`src/rtl/rfpf_pkg.sv`:
```
package rfpf_pkg;

    // configuration register widths and indexes
    localparam int CFG_IDX_W   = 2;
    localparam int CFG_DATA_W  = 24;
    localparam int POLE_TGT_W  = 23;
    localparam int FB_TGT_W    = 24;
    localparam int KEEP_W      = 23;

    localparam logic [CFG_IDX_W-1:0] CFG_POLE_TGT = 2'd0;
    localparam logic [CFG_IDX_W-1:0] CFG_FB_TGT   = 2'd1;
    localparam logic [CFG_IDX_W-1:0] CFG_KEEP     = 2'd2;

    localparam logic [KEEP_W-1:0] KEEP_RESET = 23'd3950700;

    // internal word width of stage values and coefficients
    localparam int WORD_W = 32;
    localparam int PROD_W = 2 * WORD_W;

    // microcode sequencer
    localparam int STEP_W  = 5;
    localparam int N_STEPS = 24;
    localparam logic [STEP_W-1:0] LAST_STEP = STEP_W'(N_STEPS - 1);

    typedef enum logic [2:0] {
        ST_IDLE = 3'b001,
        ST_RUN  = 3'b010,
        ST_DONE = 3'b100
    } t_state;

    typedef enum logic [2:0] {
        OPA_FB,
        OPA_ST4,
        OPA_GIN,
        OPA_PREV,
        OPA_ST0,
        OPA_POLE,
        OPA_PT,
        OPA_FT
    } t_opa;

    typedef enum logic [2:0] {
        OPB_K,
        OPB_FB,
        OPB_X,
        OPB_G,
        OPB_P,
        OPB_KEEP,
        OPB_CKEEP
    } t_opb;

    typedef enum logic [1:0] {
        DST_GIN,
        DST_STAGE,
        DST_POLE,
        DST_FB
    } t_dest;

    typedef struct packed {
        logic  issue;
        t_opa  a_sel;
        t_opb  b_sel;
        logic  sub;
        logic  first;
        logic  last;
        logic  bias;
        t_dest dest;
    } t_uop;

    function automatic t_uop mk_uop(input t_opa a, input t_opb b, input logic sub,
                                    input logic first, input logic last,
                                    input logic bias, input t_dest dest);
        t_uop u;
        u.issue = 1'b1;
        u.a_sel = a;
        u.b_sel = b;
        u.sub   = sub;
        u.first = first;
        u.last  = last;
        u.bias  = bias;
        u.dest  = dest;
        return u;
    endfunction

    // one product per step; empty slots let the stage shift line settle
    function automatic t_uop ucode(input logic [STEP_W-1:0] step);
        t_uop u;
        u = '{issue: 1'b0, a_sel: OPA_FB, b_sel: OPB_K, sub: 1'b0, first: 1'b0,
              last: 1'b0, bias: 1'b0, dest: DST_GIN};
        case (step)
            5'd0:  u = mk_uop(OPA_FB,   OPB_K,     1'b0, 1'b1, 1'b1, 1'b1, DST_GIN);
            5'd1:  u = mk_uop(OPA_ST4,  OPB_FB,    1'b1, 1'b1, 1'b0, 1'b0, DST_STAGE);
            5'd2:  u = mk_uop(OPA_GIN,  OPB_X,     1'b0, 1'b0, 1'b1, 1'b0, DST_STAGE);
            5'd4, 5'd8, 5'd12, 5'd16:
                   u = mk_uop(OPA_PREV, OPB_G,     1'b0, 1'b1, 1'b0, 1'b0, DST_STAGE);
            5'd5, 5'd9, 5'd13, 5'd17:
                   u = mk_uop(OPA_ST0,  OPB_P,     1'b1, 1'b0, 1'b0, 1'b0, DST_STAGE);
            5'd6, 5'd10, 5'd14, 5'd18:
                   u = mk_uop(OPA_ST4,  OPB_G,     1'b0, 1'b0, 1'b1, 1'b0, DST_STAGE);
            5'd19: u = mk_uop(OPA_POLE, OPB_KEEP,  1'b0, 1'b1, 1'b0, 1'b0, DST_POLE);
            5'd20: u = mk_uop(OPA_PT,   OPB_CKEEP, 1'b0, 1'b0, 1'b1, 1'b0, DST_POLE);
            5'd21: u = mk_uop(OPA_FB,   OPB_KEEP,  1'b0, 1'b1, 1'b0, 1'b0, DST_FB);
            5'd22: u = mk_uop(OPA_FT,   OPB_CKEEP, 1'b0, 1'b0, 1'b1, 1'b0, DST_FB);
            default: ;
        endcase
        return u;
    endfunction

endpackage

```
`src/rtl/resonant_four_pole_filter_unit.sv`:
```
// channel | direction | handshake          | payload
// in      | input     | i_valid / o_stall  | i_sample, i_snap
// out     | output    | o_valid / i_stall  | o_filtered
// cfg     | input     | i_cfg_we           | i_cfg_idx, i_cfg_data
//
// a word runs from accept through 24 sequencer steps on the single 32x32
// multiplier (19 products, 4 empty slots while the stage shift line moves, one
// drain step), then the done state loads the output register and the idle state
// opens the input again. synchronous active-low reset clears stage state, pole,
// feedback and targets, but sets gain to one half and keep to KEEP_RESET.
// a stalled output word holds the sequencer in its done state until it is taken.
module resonant_four_pole_filter_unit #(
    parameter int SAMPLE_BITS    = 24,
    parameter int COEF_FRAC_BITS = 22
) (
    input  logic                                i_clk,
    input  logic                                i_rst_n,
    input  logic                                i_valid,
    output logic                                o_stall,
    input  logic signed [SAMPLE_BITS-1:0]       i_sample,
    input  logic                                i_snap,
    output logic                                o_valid,
    input  logic                                i_stall,
    output logic signed [SAMPLE_BITS-1:0]       o_filtered,
    input  logic                                i_cfg_we,
    input  logic [rfpf_pkg::CFG_IDX_W-1:0]      i_cfg_idx,
    input  logic [rfpf_pkg::CFG_DATA_W-1:0]     i_cfg_data
);
    import rfpf_pkg::*;

    localparam int ACC_W = PROD_W - COEF_FRAC_BITS + 2;
    localparam longint K_FULL = ((64'sd1075 <<< COEF_FRAC_BITS) + 64'sd500) / 64'sd1000;
    localparam logic signed [WORD_W-1:0] K1075 = WORD_W'(K_FULL);
    localparam logic signed [WORD_W-1:0] ONE = 32'sd1 <<< COEF_FRAC_BITS;
    localparam logic signed [WORD_W-1:0] HALF = 32'sd1 <<< (COEF_FRAC_BITS - 1);
    localparam logic signed [PROD_W-1:0] ROUND_HALF = 64'sd1 <<< (COEF_FRAC_BITS - 1);
    localparam logic signed [ACC_W-1:0] ACC_MAX = ACC_W'(32'sh7FFFFFFF);
    localparam logic signed [ACC_W-1:0] ACC_MIN = ACC_W'(32'sh80000000);
    localparam logic signed [WORD_W-1:0] OUT_HI =
        WORD_W'((64'sd1 <<< (SAMPLE_BITS - 1)) - 64'sd1);
    localparam logic signed [WORD_W-1:0] OUT_LO = -OUT_HI - 32'sd1;

    t_state r_state;
    logic [STEP_W-1:0] r_step;

    logic signed [POLE_TGT_W-1:0] r_pole_tgt;
    logic [FB_TGT_W-1:0]          r_fb_tgt;
    logic [KEEP_W-1:0]            r_keep;

    logic signed [WORD_W-1:0] r_st [5];
    logic signed [WORD_W-1:0] r_prev;
    logic signed [WORD_W-1:0] r_pole;
    logic signed [WORD_W-1:0] r_fb;
    logic signed [WORD_W-1:0] r_gain;
    logic signed [WORD_W-1:0] r_gin;
    logic signed [SAMPLE_BITS-1:0] r_x;

    t_uop                     r_puop;
    logic                     r_pv;
    logic signed [PROD_W-1:0] r_prod;
    logic signed [ACC_W-1:0]  r_acc;

    logic                     r_out_valid;
    logic signed [SAMPLE_BITS-1:0] r_filtered;

    t_uop                     uop;
    logic signed [WORD_W-1:0] op_a;
    logic signed [WORD_W-1:0] op_b;
    logic signed [PROD_W-1:0] mul;
    logic signed [PROD_W-1:0] rnd;
    logic signed [ACC_W-1:0]  term;
    logic signed [ACC_W-1:0]  acc_base;
    logic signed [ACC_W-1:0]  n_acc;
    logic signed [WORD_W-1:0] res;
    logic signed [WORD_W+1:0] pole_sum;
    logic signed [WORD_W+1:0] snap_sum;
    logic signed [WORD_W-1:0] ckeep;
    logic signed [WORD_W-1:0] out_sat;
    logic                     accept;
    logic                     out_free;

    assign accept   = i_valid && (r_state == ST_IDLE);
    assign o_stall  = (r_state != ST_IDLE);
    assign out_free = !r_out_valid || !i_stall;
    assign o_valid    = r_out_valid;
    assign o_filtered = r_filtered;

    assign uop   = ucode(r_step);
    assign ckeep = ONE - $signed(WORD_W'(r_keep));

    always_comb begin
        case (uop.a_sel)
            OPA_FB:   op_a = r_fb;
            OPA_ST4:  op_a = r_st[4];
            OPA_GIN:  op_a = r_gin;
            OPA_PREV: op_a = r_prev;
            OPA_ST0:  op_a = r_st[0];
            OPA_POLE: op_a = r_pole;
            OPA_PT:   op_a = WORD_W'(r_pole_tgt);
            OPA_FT:   op_a = $signed(WORD_W'(r_fb_tgt));
            default:  op_a = r_fb;
        endcase
        case (uop.b_sel)
            OPB_K:     op_b = K1075;
            OPB_FB:    op_b = r_fb;
            OPB_X:     op_b = WORD_W'(r_x);
            OPB_G:     op_b = r_gain;
            OPB_P:     op_b = r_pole;
            OPB_KEEP:  op_b = $signed(WORD_W'(r_keep));
            OPB_CKEEP: op_b = ckeep;
            default:   op_b = K1075;
        endcase
    end

    assign mul = op_a * op_b;

    // round half up, then floor shift back to the operand scale
    always_comb begin
        rnd      = (r_prod + ROUND_HALF) >>> COEF_FRAC_BITS;
        term     = $signed(rnd[ACC_W-1:0]);
        acc_base = r_puop.first ? (r_puop.bias ? ACC_W'(ONE) : '0) : r_acc;
        n_acc    = r_puop.sub ? (acc_base - term) : (acc_base + term);
        if (n_acc > ACC_MAX) begin
            res = 32'sh7FFFFFFF;
        end else if (n_acc < ACC_MIN) begin
            res = 32'sh80000000;
        end else begin
            res = n_acc[WORD_W-1:0];
        end
    end

    // gain follows (pole + 1) / 2, rounded
    assign pole_sum = (WORD_W+2)'(r_pole) + (WORD_W+2)'(ONE) + (WORD_W+2)'(1);
    assign snap_sum = (WORD_W+2)'(r_pole_tgt) + (WORD_W+2)'(ONE) + (WORD_W+2)'(1);

    always_comb begin
        if (r_st[4] > OUT_HI) begin
            out_sat = OUT_HI;
        end else if (r_st[4] < OUT_LO) begin
            out_sat = OUT_LO;
        end else begin
            out_sat = r_st[4];
        end
    end

    always_ff @(posedge i_clk) begin
        if (!i_rst_n) begin
            r_pole_tgt <= '0;
            r_fb_tgt   <= '0;
            r_keep     <= KEEP_RESET;
        end else if (i_cfg_we) begin
            unique case (i_cfg_idx)
                CFG_POLE_TGT: r_pole_tgt <= $signed(i_cfg_data[POLE_TGT_W-1:0]);
                CFG_FB_TGT:   r_fb_tgt   <= i_cfg_data[FB_TGT_W-1:0];
                CFG_KEEP:     r_keep     <= i_cfg_data[KEEP_W-1:0];
                default: ;
            endcase
        end
    end

    always_ff @(posedge i_clk) begin
        if (!i_rst_n) begin
            r_state     <= ST_IDLE;
            r_step      <= '0;
            r_pv        <= 1'b0;
            r_out_valid <= 1'b0;
        end else begin
            r_pv <= (r_state == ST_RUN) && uop.issue;
            if (r_state == ST_DONE && out_free) begin
                r_out_valid <= 1'b1;
            end else if (r_out_valid && !i_stall) begin
                r_out_valid <= 1'b0;
            end
            unique case (r_state)
                ST_IDLE: begin
                    if (accept) begin
                        r_step  <= '0;
                        r_state <= ST_RUN;
                    end
                end
                ST_RUN: begin
                    if (r_step == LAST_STEP) begin
                        r_state <= ST_DONE;
                    end else begin
                        r_step <= r_step + STEP_W'(1);
                    end
                end
                ST_DONE: begin
                    if (out_free) begin
                        r_state <= ST_IDLE;
                    end
                end
                default: r_state <= ST_IDLE;
            endcase
        end
    end

    // payload and datapath state
    always_ff @(posedge i_clk) begin
        r_puop <= uop;
        r_prod <= mul;
        if (r_state == ST_DONE && out_free) begin
            r_filtered <= out_sat[SAMPLE_BITS-1:0];
        end
        if (accept) begin
            r_x <= i_sample;
        end
        if (r_pv) begin
            r_acc <= n_acc;
        end
        if (r_pv && r_puop.last && r_puop.dest == DST_GIN) begin
            r_gin <= res;
        end
    end

    always_ff @(posedge i_clk) begin
        if (!i_rst_n) begin
            for (int k = 0; k < 5; k++) begin
                r_st[k] <= '0;
            end
            r_prev <= '0;
            r_pole <= '0;
            r_fb   <= '0;
            r_gain <= HALF;
        end else if (accept && i_snap) begin
            r_pole <= WORD_W'(r_pole_tgt);
            r_fb   <= $signed(WORD_W'(r_fb_tgt));
            r_gain <= snap_sum[WORD_W:1];
        end else if (r_pv && r_puop.last) begin
            case (r_puop.dest)
                // stage values move down the shift line, newest at the top
                DST_STAGE: begin
                    r_prev <= r_st[0];
                    for (int k = 0; k < 4; k++) begin
                        r_st[k] <= r_st[k+1];
                    end
                    r_st[4] <= res;
                end
                DST_POLE: begin
                    r_gain <= pole_sum[WORD_W:1];
                    r_pole <= res;
                end
                DST_FB: r_fb <= res;
                default: ;
            endcase
        end
    end

endmodule
```
`config.mk`:
```
export PLATFORM = sky130hd
export DESIGN_NAME = resonant_four_pole_filter_unit
export DESIGN_NICKNAME = d
export VERILOG_FILES = /design/src/rtl/rfpf_pkg.sv /design/src/rtl/resonant_four_pole_filter_unit.sv
export SDC_FILE = /design/constraint.sdc
export NUM_CORES = 2
export LEC_CHECK = 0
export BUFFER_PORTS_ARGS = -buffer_cell sky130_fd_sc_hd__buf_4
export CAP_MARGIN = 25
export CORE_UTILIZATION = 30
export CTS_BUF_LIST = sky130_fd_sc_hd__clkbuf_2
export DETAILED_ROUTE_END_ITERATION = 7
export PLACE_DENSITY = 0.5
export SLEW_MARGIN = 20
export SYNTH_ARGS = -nofsm -noshare
export SYNTH_HDL_FRONTEND = slang
export SYNTH_SLANG_ARGS = --single-unit
```
`constraint.sdc`:
```
create_clock -name i_clk -period 33.8 [get_ports i_clk]
set_input_delay 1.69 -clock i_clk [delete_from_list [all_inputs] [get_ports i_clk]]
set_output_delay 1.69 -clock i_clk [all_outputs]
set_load 0.02 [all_outputs]
```
==> Yosys cells after proc, flatten, opt, wreduce, memory -nomap -nowiden <==
Memory sizes are Yosys's and may differ from the RTL's.
Cells that the tools add are included.
{ "totals": {"wordCells": 159, "output_inout_bits": 26, "ramBits": 160, "register_bits": 402, "n_memories": 1} }
{ "memory_table": {"columns": ["memory", "words", "width", "rd", "rd_clocked_by_memory_dff", "wr", "line", "text"], "rows": [
  ["r_st", 5, 32, 5, 0, 5, "resonant_four_pole_filter_unit.sv:50", "logic signed [WORD_W-1:0] r_st [5];"]
]} }
{ "classes": {"eq_ne": 45, "reduce_logical": 32, "n_addsub": 9, "mul": 1, "bitwise": 7, "muxes": 38, "order_cmp": 4} }
{ "op_table": {"columns": ["op", "count"], "rows": [
  ["32-bit 2-to-1 mux", 13],
  ["32-bit case mux with 8 select lines", 1],
  ["32-bit case mux with 6 select lines", 1],
  ["13-bit case mux with 10 select lines", 1],
  ["24-bit 2-to-1 mux", 4],
  ["44-bit 2-to-1 mux", 2],
  ["64-bit by 23-bit adder with 64-bit output (second input constant)", 1],
  ["32-bit by 32-bit multiplier with 64-bit output", 1],
  ["44-bit by 42-bit adder with 44-bit output", 1],
  ["44-bit by 32-bit > comparator with 1-bit output (second input constant)", 1],
  ["44-bit by 32-bit < comparator with 1-bit output (second input constant)", 1],
  ["44-bit by 42-bit subtractor with 44-bit output", 1],
  ["5-bit == test (second input constant)", 8],
  ["32-bit by 24-bit adder with 33-bit output (second input constant)", 1],
  ["33-bit by 2-bit adder with 33-bit output (second input constant)", 1],
  ["32-bit by 24-bit > comparator with 1-bit output (second input constant)", 1],
  ["32-bit by 24-bit < comparator with 1-bit output (second input constant)", 1],
  ["5-bit by 4-bit == test with 1-bit output (second input constant)", 6],
  ["25-bit by 2-bit adder with 26-bit output (second input constant)", 1],
  ["23-bit by 24-bit adder with 25-bit output (second input constant)", 1],
  ["3-bit == test (second input constant)", 8],
  ["23-bit by 23-bit subtractor with 24-bit output (first input constant)", 1],
  ["23-bit 2-to-1 mux", 1],
  ["3-bit by 2-bit == test with 1-bit output (second input constant)", 5],
  ["28 further kinds", 73]
]} }

==> Logic depth before layout (Yosys ltp) <==
{ "depth": {"ltp_word": 10, "mapped_depth": 45} }

==> Worst setup path before layout <==
Ideal clock, no wire load.
{ "synth_path": {"kind": "register -> register", "start": "register r_step[0]", "end": "register r_prod[63]", "setup_slack_ps": 22913, "t_required_ps": 33679, "path_stages_with_launch": 41, "arrival_ps": 10766, "period_less_slack_ps": 10887, "setup_ps": 121, "cell_sequence": "dfxtp_1 inv_1 ha_1 buf_2 or2_2 o22ai_1 o21ai_1 nand2_1 clkbuf_1 clkbuf_1 buf_1 a21oi_1 a21oi_1 o2111ai_1 nand2_1 inv_1 fa_1 inv_1 [... 5 more ...] fa_1 inv_1 fa_1 fa_1 inv_1 fa_1 inv_1 ha_1 clkbuf_1 a21oi_1 o21ai_0 a21o_1 a21o_1 a31oi_1 o21ai_0 a221oi_1 o31ai_2 xnor2_1"} }
{ "synth_between": {"elab_chain_cells": 6, "elab_cells_between_ends": 40, "cone_classes": "mul: 1; eq/ne: 31; mux: 3; reduce/logical: 5"} }
{ "synth_rtl": {"columns": ["element", "line", "text"], "rows": [
  ["from (decl)", "resonant_four_pole_filter_unit.sv:44", "logic [STEP_W-1:0] r_step;"],
  ["from (signal assigned)", "resonant_four_pole_filter_unit.sv:185", "r_step <= r_step + STEP_W'(1);"],
  ["5-bit by 3-bit == test with 1-bit output (tied with other cells)", "rfpf_pkg.sv:90", "case (step)"],
  ["4-bit OR reduction", "rfpf_pkg.sv:90", null],
  ["13-bit case mux with 10 select lines (*)", "rfpf_pkg.sv:90", null],
  ["3-bit == test (tied with other cells)", "resonant_four_pole_filter_unit.sv:92", "case (uop.a_sel)"],
  ["32-bit case mux with 8 select lines or 32-bit case mux with 6 select lines (tied branches)", "resonant_four_pole_filter_unit.sv:92, resonant_four_pole_filter_unit.sv:103", null],
  ["32-bit by 32-bit multiplier with 64-bit output (*)", "resonant_four_pole_filter_unit.sv:115", "assign mul = op_a * op_b;"],
  ["named net mul[63]", "resonant_four_pole_filter_unit.sv:69", "logic signed [PROD_W-1:0] mul;"],
  ["to (signal assigned)", "resonant_four_pole_filter_unit.sv:201", "r_prod <= mul;"],
  ["to (decl)", "resonant_four_pole_filter_unit.sv:60", "logic signed [PROD_W-1:0] r_prod;"]
]} }
The timed path passes the listed nets; every way through them passes the cells marked *.
A chain may end at the register's enable or synchronous reset.

==> Final worst setup path <==
{ "layout_path": {"start": "register r_step[0]", "end": "register r_prod[62]"} }
Same word-level chain as after synthesis.

==> flow_metrics.env <==
export IMPL_ys_ff_latch=541
export IMPL_synth_top_area_frac=0.336
export IMPL_slew_headroom=0.220
export IMPL_rows=169
export IMPL_numCtsBuffers=146
export IMPL_cts_tree="done"
export IMPL_worstSkewPairLatency_ns=1.47
export IMPL_cts_hold_buf=0
export IMPL_wl_per_cell_um=23.6
export IMPL_nNetsFinal=8380
export IMPL_core_area_um2=213000
export IMPL_crit_type="register to register"
export IMPL_crit_path_end="r_prod[62]$_DFF_P_"
export IMPL_vias_per_cell=5.14
export IMPL_fmax_mhz=79.9
export IMPL_regToRegEndpoint="r_prod[62]$_DFF_P_"
export IMPL_grt_pass1_vias=51981
export IMPL_hold_ws_ns=0.387
export IMPL_r2r_cells=39
export IMPL_max_cap_violations=0
export IMPL_vias=51118
export IMPL_ir_worst_vdd_mv=0.0507
export IMPL_synth_cell_types=109
export IMPL_synth_area_leaders="fa_1, edfxtp_1, dfxtp_1"
export IMPL_worstMarginPinSlew_ns=1.17
export IMPL_drt_pass1_iter_count=8
export IMPL_layout_common_cells="inv_1, fa_1, nand2_1"
export IMPL_die_w_um=466
export IMPL_io_pins=82
export IMPL_worst_setup_path_start_kind="register"
export IMPL_p_leak_nw=30.7
export IMPL_antenna_found_initial=7
export IMPL_syn_avg_cell_area_um2=9.14
export IMPL_fin_util=0.329
export IMPL_final_period_utilization=0.370
export IMPL_power_density_nw_per_um2=31.8
export IMPL_h_tree_depth=4
export IMPL_yosys_area_top_type="fa_1"
export IMPL_worstSetupEndpointType="register"
export IMPL_drive_gt1_frac=0.0832
export IMPL_syn_num_nets=8426
export IMPL_die_h_um=466
export IMPL_max_stage_delay_ns=0.84
export IMPL_finalMaxSlewViolations=0
export IMPL_clk_path_buf_depth=3
export IMPL_cts_root_buf="clkbuf_2"
export IMPL_status="finished clean"
export IMPL_final_area_um2=69900
export IMPL_grt_start_max_net_pins=117
export IMPL_route_antenna_remaining_nets=0
export IMPL_r2r_start="r_step[0]$_SDFFE_PN0P_"
export IMPL_cp_slowest_cell="o21a_1"
export IMPL_num_fill_cells=22222
export IMPL_fin_setup_tns_ns=0
export IMPL_clock_sinks=541
export IMPL_floorplan_initialDensity=0.303
export IMPL_io_buffers=81
export IMPL_r2r_slack_ns=21.29
export IMPL_syn_inst=7056
export IMPL_path_clk_slew_ns=0.13
export IMPL_yosysWarnings=0
export IMPL_crit_fanout=63
export IMPL_overflow=0
export IMPL_grt_usage=0.218
export IMPL_die_area_um2=217000
export IMPL_synth_edff_count=284
export IMPL_rsz0062_at_grt="no"
export IMPL_required_ns=35.13
export IMPL_total_power_mw=2.23
export IMPL_synth_area_um2=64500
export IMPL_setup_violations=0
export IMPL_synth_flop_cell="edfxtp_1"
export IMPL_startpoint="r_step[0]$_SDFFE_PN0P_"
export IMPL_wl_mm=235
export IMPL_grt_pass1_wl_mm=350
export IMPL_place_congestion=0.943
export IMPL_dp_final_hpwl_mm=179
export IMPL_drcViolationCount=0
export IMPL_drtIter0Drc=4748
export IMPL_min_path_type="input port to register"
export IMPL_period_needed_ns=12.51
export IMPL_cts_setup_buffers=0
export IMPL_post_cts_resized=0
export IMPL_fin_worst_skew_ns=0.134
export IMPL_hold_viol=0
export IMPL_mostFrequentLayoutCell="inv_1"
export IMPL_synthToLayoutAreaGrowth_pct=8.48
export IMPL_dpl_instance_area_um2=68400
export IMPL_ys_seq_area_frac=0.212
export IMPL_async_reset_ff_frac=0
export IMPL_critPathArrivalTime_ns=13.84
==> metal layers <==
layer	vias up	global-route usage	wire length [µm]
li1	22464	-	-
met1	26148	0.306	104000
met2	2115	0.333	104000
met3	389	0.0326	16600
met4	2	0.0893	10800
met5	-	0	11
==> through the flow <==
step | setup WS, ns | cells
after floorplan | 22.91 | 7056
after global placement | 21.34 | 9668
after global routing | 20.50 | 9942
after CTS | 21.32 | 9932
after detailed placement | 21.39 | 9675
final | 21.29 | 9943
==> sequential cells by signal, summed over array words and instances (netlist names), 3 cells and up <==
| register | flops |
|---|---|
| r_x | 24 |
| r_pole_tgt | 23 |
| r_gain | 32 |
| r_puop | 6 |
| r_prev | 32 |
| r_state | 3 |
| r_prod | 43 |
| r_st | 160 |
| r_keep | 23 |
| r_acc | 44 |
| r_gin | 32 |
| r_step | 5 |
| o_filtered | 24 |
| r_fb_tgt | 24 |
| r_fb | 32 |
| r_pole | 32 |
==> where the power goes <==
part | switching [mW] | total (mW) | internal, mW
sequential | 0.0628 | 0.813 | 0.750
combinational | 0.609 | 0.907 | 0.298
clock | 0.308 | 0.505 | 0.197
==> cell families (layout without fill, tap and decap cells) <==
group,count (synthesis),after routing,synth area share
AND/OR/NAND/NOR,2352,2352,0.167
XOR/XNOR,231,231,0.0315
flip-flops,541,541,0.212
AO/OA/AOI/OAI,1042,1042,0.111
buffers and inverters,1532,1595,0.0904
adder cells (fa/ha/maj),1314,1314,0.381
multiplexers,44,44,0.00705
other,0,3,0
==> cell type report <==
class	count	area, µm²	area share
antenna	3	7.51	0.000107
clock buffer	215	1080	0.0154
clock inverter	42	300	0.00429
inverter	1124	4220	0.0604
multi-input combinational	4983	45400	0.649
sequential	541	13700	0.196
tap	2821	3530	0.0505
timing repair buffer	214	1730	0.0247
==> synthesized netlist by cell type (34+ instances only) <==
cell,instances
a211oi_1,64
xnor2_1,121
edfxtp_1,284
nor2_1,631
a21oi_1,281
a22o_1,34
nand3_1,124
inv_1,1122
o21a_1,60
nand2_1,949
a21o_1,105
and2_1,221
nand2b_1,64
a22oi_1,74
ha_1,232
fa_1,1082
nand4_1,58
mux2i_1,36
o211ai_1,38
xor2_1,109
and3_1,44
dfxtp_1,257
clkbuf_1,347
nor2b_1,73
nor3_1,56
o21ai_0,125
==> worst max-delay path: cells and delay by family, from the launching register on <==
family                     cells  cell delay, ns
AOI/OAI and AO/OA             15            4.58
DFF                            1            0.41
and+or+nand+nor                4            0.93
xor gates and xnor gates       1            0.13
buffers and inverters          9            1.79
adders and majority gates     10            4.44
==> worst min-delay path by stage <==
| stage | from | end | slack (ns) | depth (start not counted) |
|---|---|---|---|---|
| floorplan | r_gain[31]$_SDFFE_PN0P_ | r_gain[31]$_SDFFE_PN0P_ | 0.43 | 2 |
| global placement | r_gain[31]$_SDFFE_PN0P_ | r_gain[31]$_SDFFE_PN0P_ | 0.44 | 2 |
| detailed placement | r_keep[1]$_SDFFE_PN0P_ | r_keep[1]$_SDFFE_PN0P_ | 0.45 | 2 |
| CTS | i_sample[14] | r_x[14]$_DFFE_PP_ | 0.16 | 1 |
| global route | i_sample[14] | r_x[14]$_DFFE_PP_ | 0.23 | 1 |
| finish | i_sample[14] | r_x[14]$_DFFE_PP_ | 0.39 | 1 |
Power figures use the tool's default switching activity.
